**src/hw/rtl/rfdr_pkg.sv**
```systemverilog
// Package for the receive frame descriptor ring: sizes, field widths,
// status codes, request and result types, ring index helper.
// No dependencies; every other file of the block uses it.
package rfdr_pkg;

    // Ring and buffer geometry
    localparam int DESC_COUNT  = 8;
    localparam int BURST_BYTES = 256;
    localparam int BUF_BYTES   = 1024;

    // Field widths fixed by the channel format
    localparam int IDX_W    = $clog2(DESC_COUNT);
    localparam int BYTES_W  = 9;
    localparam int STATUS_W = 2;
    localparam int OFFS_W   = 10;
    localparam int LEN_W    = 11;

    // Width of intermediate offset sums (holds start plus a full burst)
    localparam int SUM_W = 18;

    // Command codes
    localparam logic CMD_BURST_END = 1'b0;
    localparam logic CMD_RELEASE   = 1'b1;

    typedef logic [IDX_W-1:0]  idx_t;
    typedef logic [OFFS_W-1:0] offs_t;
    typedef logic [SUM_W-1:0]  sum_t;

    typedef enum logic [STATUS_W-1:0] {
        STATUS_NONE      = 2'd0,
        STATUS_COMMIT    = 2'd1,
        STATUS_RING_FULL = 2'd2,
        STATUS_COLLIDE   = 2'd3
    } status_t;

    typedef struct packed {
        logic               cmd;
        logic [BYTES_W-1:0] received_bytes;
    } event_t;

    typedef struct packed {
        status_t            status;
        logic               head_valid;
        offs_t              head_start;
        logic [LEN_W-1:0]   head_length;
        offs_t              burst_start;
    } result_t;

    // Advance a ring index with wrap at the ring size
    function automatic idx_t ring_next(input idx_t i);
        idx_t n;
        if (i == idx_t'(DESC_COUNT - 1))
            n = '0;
        else
            n = i + idx_t'(1);
        return n;
    endfunction

endpackage

```
**src/hw/rtl/rfdr_event_if.sv**
```systemverilog
// Request channel of the descriptor ring: valid/ready plus the event fields.
// Depends on rfdr_pkg for field widths.
interface rfdr_event_if;
    logic                         valid;
    logic                         ready;
    logic                         cmd;
    logic [rfdr_pkg::BYTES_W-1:0] received_bytes;

    modport source (output valid, output cmd, output received_bytes, input ready);
    modport sink   (input valid, input cmd, input received_bytes, output ready);
endinterface

```
**src/hw/rtl/rfdr_result_if.sv**
```systemverilog
// Result channel of the descriptor ring: valid/ready plus the result fields.
// Depends on rfdr_pkg for field widths.
interface rfdr_result_if;
    logic                          valid;
    logic                          ready;
    logic [rfdr_pkg::STATUS_W-1:0] status;
    logic                          head_valid;
    logic [rfdr_pkg::OFFS_W-1:0]   head_start;
    logic [rfdr_pkg::LEN_W-1:0]    head_length;
    logic [rfdr_pkg::OFFS_W-1:0]   burst_start;

    modport source (output valid, output status, output head_valid, output head_start,
                    output head_length, output burst_start, input ready);
    modport sink   (input valid, input status, input head_valid, input head_start,
                    input head_length, input burst_start, output ready);
endinterface

```
**src/hw/rtl/rx_frame_descriptor_ring.sv**
```systemverilog
// Top level of the receive frame descriptor ring: request register,
// ring update (rfdr_ring) and result register.
// Depends on rfdr_pkg, rfdr_event_if, rfdr_result_if and rfdr_ring.
//
// Usage:
//   event_ch carries one request per handshake: cmd 0 closes a receive burst
//   of received_bytes bytes, cmd 1 releases the oldest held frame.
//   result_ch returns exactly one result per request, in order: status,
//   the oldest held frame (head_valid, head_start, head_length) and the
//   offset where the next burst begins.
//   A taken request passes through the request register and then the
//   result register before its result shows valid on result_ch.
//   Throughput: one request per cycle while result_ch is not stalled; the
//   ring update is a single pass of logic between the two registers, so each
//   request sees the state left by the one before it.
//   Reset empties the ring, clears all descriptors and puts the next burst at
//   offset 0.
//   When result_ch stalls, the result register holds its value, the request
//   register holds one more request, and event_ch ready drops until the
//   result is taken.
module rx_frame_descriptor_ring (
    input logic           clk,
    input logic           rst_n,
    rfdr_event_if.sink    event_ch,
    rfdr_result_if.source result_ch
);

    logic              req_valid_reg;
    rfdr_pkg::event_t  req_reg;
    logic              res_valid_reg;
    rfdr_pkg::result_t res_reg;
    rfdr_pkg::result_t res_comb;
    logic              advance;
    logic              req_take;

    // Move a request into the result stage when that stage is free
    assign advance  = req_valid_reg && (!res_valid_reg || result_ch.ready);
    assign event_ch.ready = !req_valid_reg || advance;
    assign req_take = event_ch.valid && event_ch.ready;

    rfdr_ring u_ring (
        .clk   (clk),
        .rst_n (rst_n),
        .step  (advance),
        .ev    (req_reg),
        .res   (res_comb)
    );

    // Request register
    always_ff @(posedge clk or negedge rst_n)
    begin
        if (!rst_n)
            req_valid_reg <= 1'b0;
        else if (req_take)
            req_valid_reg <= 1'b1;
        else if (advance)
            req_valid_reg <= 1'b0;
    end

    always_ff @(posedge clk)
    begin
        if (req_take)
        begin
            req_reg.cmd            <= event_ch.cmd;
            req_reg.received_bytes <= event_ch.received_bytes;
        end
    end

    // Result register: load on advance, drop once taken
    always_ff @(posedge clk or negedge rst_n)
    begin
        if (!rst_n)
            res_valid_reg <= 1'b0;
        else if (advance)
            res_valid_reg <= 1'b1;
        else if (result_ch.ready)
            res_valid_reg <= 1'b0;
    end

    always_ff @(posedge clk)
    begin
        if (advance)
            res_reg <= res_comb;
    end

    assign result_ch.valid       = res_valid_reg;
    assign result_ch.status      = res_reg.status;
    assign result_ch.head_valid  = res_reg.head_valid;
    assign result_ch.head_start  = res_reg.head_start;
    assign result_ch.head_length = res_reg.head_length;
    assign result_ch.burst_start = res_reg.burst_start;

endmodule

```
**src/hw/rtl/rfdr_ring.sv**
```systemverilog
// Descriptor ring state and the single-pass update for one request.
// Depends on rfdr_pkg. Result is combinational from state and the request.
module rfdr_ring (
    input  logic              clk,
    input  logic              rst_n,
    input  logic              step,
    input  rfdr_pkg::event_t  ev,
    output rfdr_pkg::result_t res
);

    // Ring pointers, next burst start, a copy of the oldest descriptor and the table
    rfdr_pkg::idx_t  write_idx_reg, write_idx_next;
    rfdr_pkg::idx_t  read_idx_reg, read_idx_next;
    rfdr_pkg::offs_t burst_start_reg, burst_start_next;
    rfdr_pkg::offs_t head_start_reg, head_start_next;
    rfdr_pkg::offs_t head_end_reg, head_end_next;
    rfdr_pkg::offs_t desc_start_reg [rfdr_pkg::DESC_COUNT];
    rfdr_pkg::offs_t desc_end_reg   [rfdr_pkg::DESC_COUNT];

    logic              ring_empty;
    logic              ring_full;
    logic              wrap;
    logic              collide;
    logic              commit;
    logic              release_head;
    rfdr_pkg::idx_t    write_idx_adv;
    rfdr_pkg::idx_t    read_idx_adv;
    rfdr_pkg::sum_t    len_sat;
    rfdr_pkg::sum_t    end_sum;
    rfdr_pkg::sum_t    next_sum;
    rfdr_pkg::offs_t   frame_end;
    rfdr_pkg::offs_t   oldest_start;
    rfdr_pkg::status_t status;

    // Work out the frame end, wrap, drop reasons and the next state
    always_comb
    begin
        ring_empty    = (write_idx_reg == read_idx_reg);
        write_idx_adv = rfdr_pkg::ring_next(write_idx_reg);
        read_idx_adv  = rfdr_pkg::ring_next(read_idx_reg);
        ring_full     = (write_idx_adv == read_idx_reg);

        // Clamp the byte count to one burst
        len_sat = rfdr_pkg::sum_t'(ev.received_bytes);
        if (len_sat > rfdr_pkg::sum_t'(rfdr_pkg::BURST_BYTES))
            len_sat = rfdr_pkg::sum_t'(rfdr_pkg::BURST_BYTES);

        // Clamp the end to the last buffer byte
        end_sum = rfdr_pkg::sum_t'(burst_start_reg) + len_sat - rfdr_pkg::sum_t'(1);
        if (end_sum > rfdr_pkg::sum_t'(rfdr_pkg::BUF_BYTES - 1))
            end_sum = rfdr_pkg::sum_t'(rfdr_pkg::BUF_BYTES - 1);
        frame_end = end_sum[rfdr_pkg::OFFS_W-1:0];
        next_sum  = end_sum + rfdr_pkg::sum_t'(1);

        // Wrap when a full burst no longer fits; check against the oldest frame
        wrap = (next_sum + rfdr_pkg::sum_t'(rfdr_pkg::BURST_BYTES - 1))
               > rfdr_pkg::sum_t'(rfdr_pkg::BUF_BYTES - 1);
        oldest_start = ring_empty ? burst_start_reg : head_start_reg;
        collide = wrap && (rfdr_pkg::sum_t'(rfdr_pkg::BURST_BYTES - 1)
                           >= rfdr_pkg::sum_t'(oldest_start));

        commit       = 1'b0;
        release_head = 1'b0;
        status       = rfdr_pkg::STATUS_NONE;
        if (ev.cmd == rfdr_pkg::CMD_BURST_END)
        begin
            if (ev.received_bytes != '0)
            begin
                if (ring_full)
                    status = rfdr_pkg::STATUS_RING_FULL;
                else if (collide)
                    status = rfdr_pkg::STATUS_COLLIDE;
                else
                begin
                    status = rfdr_pkg::STATUS_COMMIT;
                    commit = 1'b1;
                end
            end
        end
        else
        begin
            release_head = !ring_empty;
        end

        write_idx_next   = write_idx_reg;
        read_idx_next    = read_idx_reg;
        burst_start_next = burst_start_reg;
        head_start_next  = head_start_reg;
        head_end_next    = head_end_reg;
        if (commit)
        begin
            write_idx_next   = write_idx_adv;
            burst_start_next = wrap ? '0 : next_sum[rfdr_pkg::OFFS_W-1:0];
            if (ring_empty)
            begin
                head_start_next = burst_start_reg;
                head_end_next   = frame_end;
            end
        end
        if (release_head)
        begin
            read_idx_next   = read_idx_adv;
            head_start_next = desc_start_reg[read_idx_adv];
            head_end_next   = desc_end_reg[read_idx_adv];
        end
    end

    // Form the result from the updated state
    always_comb
    begin
        res.status      = status;
        res.head_valid  = (write_idx_next != read_idx_next);
        res.burst_start = burst_start_next;
        if (res.head_valid)
        begin
            res.head_start  = head_start_next;
            res.head_length = rfdr_pkg::LEN_W'(head_end_next)
                              - rfdr_pkg::LEN_W'(head_start_next)
                              + rfdr_pkg::LEN_W'(1);
        end
        else
        begin
            res.head_start  = '0;
            res.head_length = '0;
        end
    end

    // Hold the ring state; advance it as each request moves to the result register
    always_ff @(posedge clk or negedge rst_n)
    begin
        if (!rst_n)
        begin
            write_idx_reg   <= '0;
            read_idx_reg    <= '0;
            burst_start_reg <= '0;
            head_start_reg  <= '0;
            head_end_reg    <= '0;
            for (int i = 0; i < rfdr_pkg::DESC_COUNT; i++)
            begin
                desc_start_reg[i] <= '0;
                desc_end_reg[i]   <= '0;
            end
        end
        else if (step)
        begin
            write_idx_reg   <= write_idx_next;
            read_idx_reg    <= read_idx_next;
            burst_start_reg <= burst_start_next;
            head_start_reg  <= head_start_next;
            head_end_reg    <= head_end_next;
            if (commit)
            begin
                desc_start_reg[write_idx_reg] <= burst_start_reg;
                desc_end_reg[write_idx_reg]   <= frame_end;
            end
        end
    end

endmodule

```
**src/flat_wrapper.sv**
```systemverilog
// flat-port wrapper written by rule: the top's interface ports become plain ports
module rx_frame_descriptor_ring_flat 
  (clk, rst_n, event_ch_valid, event_ch_cmd, event_ch_received_bytes, event_ch_ready, result_ch_valid, result_ch_status, result_ch_head_valid, result_ch_head_start, result_ch_head_length, result_ch_burst_start, result_ch_ready);
  rfdr_event_if event_ch_i ();
  rfdr_result_if result_ch_i ();
  input logic clk;
  input logic rst_n;
  input wire logic [$bits(event_ch_i.valid)-1:0] event_ch_valid;
  input wire logic [$bits(event_ch_i.cmd)-1:0] event_ch_cmd;
  input wire logic [$bits(event_ch_i.received_bytes)-1:0] event_ch_received_bytes;
  output wire logic [$bits(event_ch_i.ready)-1:0] event_ch_ready;
  output wire logic [$bits(result_ch_i.valid)-1:0] result_ch_valid;
  output wire logic [$bits(result_ch_i.status)-1:0] result_ch_status;
  output wire logic [$bits(result_ch_i.head_valid)-1:0] result_ch_head_valid;
  output wire logic [$bits(result_ch_i.head_start)-1:0] result_ch_head_start;
  output wire logic [$bits(result_ch_i.head_length)-1:0] result_ch_head_length;
  output wire logic [$bits(result_ch_i.burst_start)-1:0] result_ch_burst_start;
  input wire logic [$bits(result_ch_i.ready)-1:0] result_ch_ready;
  assign event_ch_i.valid = event_ch_valid;
  assign event_ch_i.cmd = event_ch_cmd;
  assign event_ch_i.received_bytes = event_ch_received_bytes;
  assign event_ch_ready = event_ch_i.ready;
  assign result_ch_valid = result_ch_i.valid;
  assign result_ch_status = result_ch_i.status;
  assign result_ch_head_valid = result_ch_i.head_valid;
  assign result_ch_head_start = result_ch_i.head_start;
  assign result_ch_head_length = result_ch_i.head_length;
  assign result_ch_burst_start = result_ch_i.burst_start;
  assign result_ch_i.ready = result_ch_ready;
  rx_frame_descriptor_ring u_core (.clk(clk), .rst_n(rst_n), .event_ch(event_ch_i), .result_ch(result_ch_i));
endmodule
```
**config.mk**
```make
export PLATFORM = sky130hd
export DESIGN_NAME = rx_frame_descriptor_ring_flat
export DESIGN_NICKNAME = d
export VERILOG_FILES = /design/src/hw/rtl/rfdr_pkg.sv /design/src/hw/rtl/rfdr_event_if.sv /design/src/hw/rtl/rfdr_result_if.sv /design/src/hw/rtl/rx_frame_descriptor_ring.sv /design/src/hw/rtl/rfdr_ring.sv /design/src/flat_wrapper.sv
export SDC_FILE = /design/constraint.sdc
export NUM_CORES = 1
export LEC_CHECK = 0
export BUFFER_PORTS_ARGS = -buffer_cell sky130_fd_sc_hd__clkbuf_2
export CORE_ASPECT_RATIO = 1.75
export CORE_UTILIZATION = 25
export DETAILED_ROUTE_END_ITERATION = 8
export SLEW_MARGIN = 20
export SYNTH_ARGS = -nofsm -noshare
export SYNTH_HDL_FRONTEND = slang
export SYNTH_SLANG_ARGS = --single-unit
```
**constraint.sdc**
```tcl
create_clock -name clk -period 10.4 [get_ports clk]
set_clock_uncertainty 0.05 [all_clocks]
set_input_delay 0.52 -clock clk [delete_from_list [all_inputs] [get_ports clk]]
set_output_delay 0.52 -clock clk [all_outputs]
set_load 0.05 [all_outputs]
```
==> impl_metrics.env, run 1 <==
export IMPL_num_io_pins=50
export IMPL_first_global_vias=9442
export IMPL_yosysTopAreaCellShare_pct=38.4
export IMPL_coreArea_um2=50700
export IMPL_crit_type="register to register"
export IMPL_ys_top_cells_by_area="dfrtp_1, mux2_2, edfxtp_1"
export IMPL_mostFrequentLayoutCell="dfrtp_1"
export IMPL_htreeDepth=1
export IMPL_cp_max_fo=19
export IMPL_dr_pass1_iters=5
export IMPL_synth_ff_type="dfrtp_1"
export IMPL_setup_violations=0
export IMPL_ys_seq_elements=242
export IMPL_antenna_found_initial=0
export IMPL_maxSlewViolCount=0
export IMPL_initial_utilization_pct=25.4
export IMPL_synthesis_nets=1186
export IMPL_worst_path_buf_inv=9
export IMPL_final_cell_mix="dfrtp_1, mux2_2, nand2_1, nor2_1, o21ai_0"
export IMPL_drive_gt1_share_pct=26.7
export IMPL_fillCellCount=5221
export IMPL_n_antenna_cell=0
export IMPL_synthesis_area_um2=12900
export IMPL_grt_max_degree=118
export IMPL_arrival_ps=9360
export IMPL_dp_hpwl_mm=27.0
export IMPL_drc=0
export IMPL_first_iter_violations=662
export IMPL_period_share_pct=88.1
export IMPL_drv_cap=0
export IMPL_dieArea_um2=52500
export IMPL_ff2ff_path_depth=38
export IMPL_overflow=0
export IMPL_post_route_min_period_ps=9160
export IMPL_max_freq_ghz=0.109
export IMPL_yosys_warnings=0
export IMPL_cts_buffers=23
export IMPL_slowest_stage="dfrtp_1"
export IMPL_clock_sinks=242
export IMPL_netlist_instances=1125
export IMPL_die_h_um=302
export IMPL_vias_per_cell=4.93
export IMPL_cts_tree="yes"
export IMPL_cts_post_setup_buffers_inserted=0
export IMPL_rsz0062_at_grt="no"
export IMPL_maxSlewHeadroom_pct=34.1
export IMPL_crit_path_start_kind="register"
export IMPL_synth_edf_count=44
export IMPL_syn_avg_cell_area_um2=11.5
export IMPL_yosysSeqAreaShare_pct=48.7
export IMPL_timing_setup_tns_ps=0
export IMPL_clockBufferDepth=3
export IMPL_nNetsFinal=1204
export IMPL_gp_congestion=0.944
export IMPL_synth_top_cell_by_area="dfrtp_1"
export IMPL_io_buffers=49
export IMPL_wl_per_cell_um=21.0
export IMPL_end_kind="register"
export IMPL_fp_dieW_um=174
export IMPL_clk_latency_ps=550
export IMPL_cpMostUsedCell="inv_1"
export IMPL_hp_class="input pin to async pin"
export IMPL_crit_family="compound AO/OA/AOI/OAI gates"
export IMPL_cp_depth=38
export IMPL_row_count=109
export IMPL_drtAntennaViolNets=0
export IMPL_root_buffer="clkbuf_16"
export IMPL_synthToLayoutAreaGrowth_pct=13.5
export IMPL_async_flop_share_pct=81.8
export IMPL_grt_pass1_wl_mm=58.7
export IMPL_outcome="completed"
export IMPL_vias=8999
export IMPL_totalWireLength_mm=38.4
export IMPL_ys_types=64
export IMPL_required_ps=10590
export IMPL_path_clk_slew_ps=70
export IMPL_cts_resized=0
export IMPL_finalHoldViolCount=0
export IMPL_postCtsHoldBufs=0
export IMPL_critical_path_max_stage_delay_ps=550
export IMPL_tightest_slew_ps=984
export IMPL_grtUsageTotal_pct=14.9
## cell families (layout without fill, tap and decap cells)
kind of cell,count (synthesis),count (layout),share of synthesized area [%]
buffers and inverters,131,165,4.16
adders and majority gates,47,47,4.68
xor gates and xnor gates,35,35,2.38
AOI/OAI and AO/OA,220,220,11.0
muxes,213,213,20.6
and+or+nand+nor,237,237,8.43
DFF,242,242,48.7
## path summary, 6_finish.rpt
path / start / endpoint / slack, ps
worst max-delay path: u_core.u_ring.burst_start_reg[1]$_DFFE_PN0P_ / u_core.result_ch.head_length[9]$_SDFFCE_PN0P_ / 1240
worst min-delay path: rst_n / u_core.u_ring.desc_start_reg[7]$_DFFE_PN0P_ / 50
worst max register to register: u_core.u_ring.burst_start_reg[1]$_DFFE_PN0P_ / u_core.result_ch.head_length[9]$_SDFFCE_PN0P_ / 1240
worst min register to register: u_core.u_ring.head_start_reg[2]$_DFFE_PN0P_ / u_core.u_ring.head_start_reg[2]$_DFFE_PN0P_ / 430
max in group asynchronous: rst_n / u_core.u_ring.desc_start_reg[8]$_DFFE_PN0P_ / 8960
min in group clk: event_ch_received_bytes[3] / u_core.req_reg[3]$_DFFE_PP_ / 100
## metrics by stage
stage                     hold slack [ps]  worst slack (ps)  utilization [%]  instances  instance area (um2)
after CTS                            79.1              1430             28.8       1825                14600
after floorplan                       174              2670                -       1125                12900
after global routing                 84.7               465             28.8       1825                14600
after detailed placement              421              1480             27.4       1784                13900
final                                54.1              1240             28.8       1825                14600
after global placement                413              1690             27.4       1784                13900
## synth_stat cells (20+ instances only)
master / n
xnor2_1: 28
edfxtp_1: 44
clkbuf_1: 63
mux2_4: 20
mux4_2: 20
mux2i_1: 30
a31oi_1: 25
nand2_1: 86
a21oi_1: 41
ha_1: 45
inv_1: 46
o21ai_0: 58
dfrtp_1: 198
mux2_2: 140
nor2_1: 71
## layout make-up
| class | count | area [um2] | share of cell area (%) |
|---|---|---|---|
| flip-flops and latches | 242 | 6280 | 42.9 |
| multi-input cells | 752 | 6140 | 42.0 |
| clock buffers | 32 | 629 | 4.30 |
| clock inverters | 9 | 113 | 0.770 |
| well taps | 666 | 833 | 5.69 |
| repair buffers | 76 | 460 | 3.15 |
| inverters | 48 | 180 | 1.23 |
## layer usage
metal	global-route usage (%)	up-vias	routed length [um]
met5	0	-	0
met4	8.31	0	2090
met3	1.72	93	1130
li1	-	4091	-
met1	15.2	4611	13800
met2	29.3	204	21400
Power of run 1 is not shown: default switching activity piles up to over one toggle a cycle in this logic, so the estimate is an artifact.
==> run 2, diff against run 1 <==
--- a/config.mk
+++ b/config.mk
@@ -9,6 +9,8 @@
 export CORE_ASPECT_RATIO = 1.75
 export CORE_UTILIZATION = 25
 export DETAILED_ROUTE_END_ITERATION = 8
+export GPL_TIMING_DRIVEN = 1
+export HOLD_SLACK_MARGIN = 0.08
 export SLEW_MARGIN = 20
 export SYNTH_ARGS = -nofsm -noshare
 export SYNTH_HDL_FRONTEND = slang
==> impl_metrics.env, run 2 (synthesized netlist as in run 1, its figures left out) <==
export IMPL_outcome="completed"
export IMPL_end_kind="register"
export IMPL_cts_tree="yes"
export IMPL_cts_buffers=23
export IMPL_grt_pass1_wl_mm=58.7
export IMPL_tightest_slew_ps=993
export IMPL_htreeDepth=1
export IMPL_mostFrequentLayoutCell="dfrtp_1"
export IMPL_crit_type="register to register"
export IMPL_dieArea_um2=52500
export IMPL_finalHoldViolCount=0
export IMPL_overflow=0
export IMPL_required_ps=10600
export IMPL_io_buffers=49
export IMPL_post_route_min_period_ps=9160
export IMPL_wl_per_cell_um=21.0
export IMPL_dp_hpwl_mm=27.0
export IMPL_crit_path_start_kind="register"
export IMPL_maxSlewViolCount=0
export IMPL_final_cell_mix="dfrtp_1, mux2_2, nand2_1, nor2_1, o21ai_0"
export IMPL_setup_violations=0
export IMPL_totalWireLength_mm=38.4
export IMPL_nNetsFinal=1207
export IMPL_layout_area_seq_um2=6280
export IMPL_cts_post_setup_buffers_inserted=0
export IMPL_grt_max_degree=118
export IMPL_drc=0
export IMPL_fillCellCount=5215
export IMPL_n_antenna_cell=0
export IMPL_die_h_um=302
export IMPL_synthToLayoutAreaGrowth_pct=13.8
export IMPL_vias_per_cell=4.92
export IMPL_period_share_pct=88.1
export IMPL_first_global_vias=9444
export IMPL_clk_latency_ps=550
export IMPL_max_freq_ghz=0.109
export IMPL_placed_cells=1784
export IMPL_num_io_pins=50
export IMPL_clock_sinks=242
export IMPL_fin_cells=1828
export IMPL_path_clk_slew_ps=70
export IMPL_coreArea_um2=50700
export IMPL_timing_setup_tns_ps=0
export IMPL_slowest_stage="dfrtp_1"
export IMPL_cpMostUsedCell="inv_1"
export IMPL_vias=8996
export IMPL_hp_class="input pin to async pin"
export IMPL_hold_ws_ps=46.8
export IMPL_critical_path_max_stage_delay_ps=560
export IMPL_initial_utilization_pct=25.4
export IMPL_rsz0062_at_grt="no"
export IMPL_arrival_ps=9360
export IMPL_root_buffer="clkbuf_16"
export IMPL_drive_gt1_share_pct=26.6
export IMPL_drv_cap=0
export IMPL_gp_congestion=0.944
export IMPL_cp_max_fo=19
export IMPL_maxSlewHeadroom_pct=33.5
export IMPL_multi_input_area_um2=6140
export IMPL_fp_dieW_um=174
export IMPL_clockBufferDepth=3
export IMPL_row_count=109
export IMPL_first_iter_violations=648
export IMPL_antenna_found_initial=0
export IMPL_dr_pass1_iters=4
export IMPL_drtAntennaViolNets=0
export IMPL_cts_resized=0
export IMPL_grtUsageTotal_pct=14.9
[run 2: cell count changes in the layout (fill, tap and decap cells not counted), sizes merged]
cell / delta
dlygate4sd3: +3
[run 2: path summary, 6_finish.rpt]
kind                                                               from                                       endpoint  slack (ps)  cells after the start
setup reg to reg           u_core.u_ring.burst_start_reg[1]$_DFFE_PN0P_  u_core.result_ch.head_length[9]$_SDFFCE_PN0P_        1240                     38
min in group clk                             event_ch_received_bytes[3]                    u_core.req_reg[3]$_DFFE_PP_          90                      1
hold reg to reg             u_core.u_ring.head_start_reg[2]$_DFFE_PN0P_    u_core.u_ring.head_start_reg[2]$_DFFE_PN0P_         430                      2
hold / removal                                                    rst_n    u_core.u_ring.desc_start_reg[7]$_DFFE_PN0P_          50                      1
setup / recovery           u_core.u_ring.burst_start_reg[1]$_DFFE_PN0P_  u_core.result_ch.head_length[9]$_SDFFCE_PN0P_        1240                     38
max in group asynchronous                                         rst_n    u_core.u_ring.desc_start_reg[8]$_DFFE_PN0P_        8950                      2
[run 2: layer usage]
layer  GRT usage, %  vias up  wire [um]
met2           29.3      204      21400
met1           15.2     4602      13800
met5              0        -          0
met4           8.31        0       2090
li1               -     4096          -
met3           1.72       94       1150
[run 2: worst max-delay path: cells and delay by family (launching register included)]
family	cells	cell delay, ps
simple gates	7	1460
xor+xnor	1	130
buf+inv	9	1130
flops	1	560
mux	1	380
fa+ha+maj	7	2290
compound gates	13	2850
[run 2: layout make-up]
type / count / share of cell area (%)
clock buffer: 32 / 4.29
clock inverter: 9 / 0.768
inverter: 48 / 1.23
multi-input combinational: 752 / 41.9
sequential: 242 / 42.8
tap: 666 / 5.68
timing repair buffer: 79 / 3.34
[run 2: timing repair]
action                                 4_1_cts  5_1_grt
setup endpoints to repair                    0        0
endpoints found under the hold margin        3        0
hold buffers                                 3        0
[run 2: per-stage QoR]
stage,setup slack [ps],instance area [um2],util [%]
2_1_floorplan,2670,12900,-
3_3_place_gp,1690,13900,27.4
3_5_place_dp,1480,13900,27.4
4_1_cts,1430,14700,28.9
5_1_grt,465,14700,28.9
6_report,1240,14700,28.9
Power of run 2 is left out for the same reason.
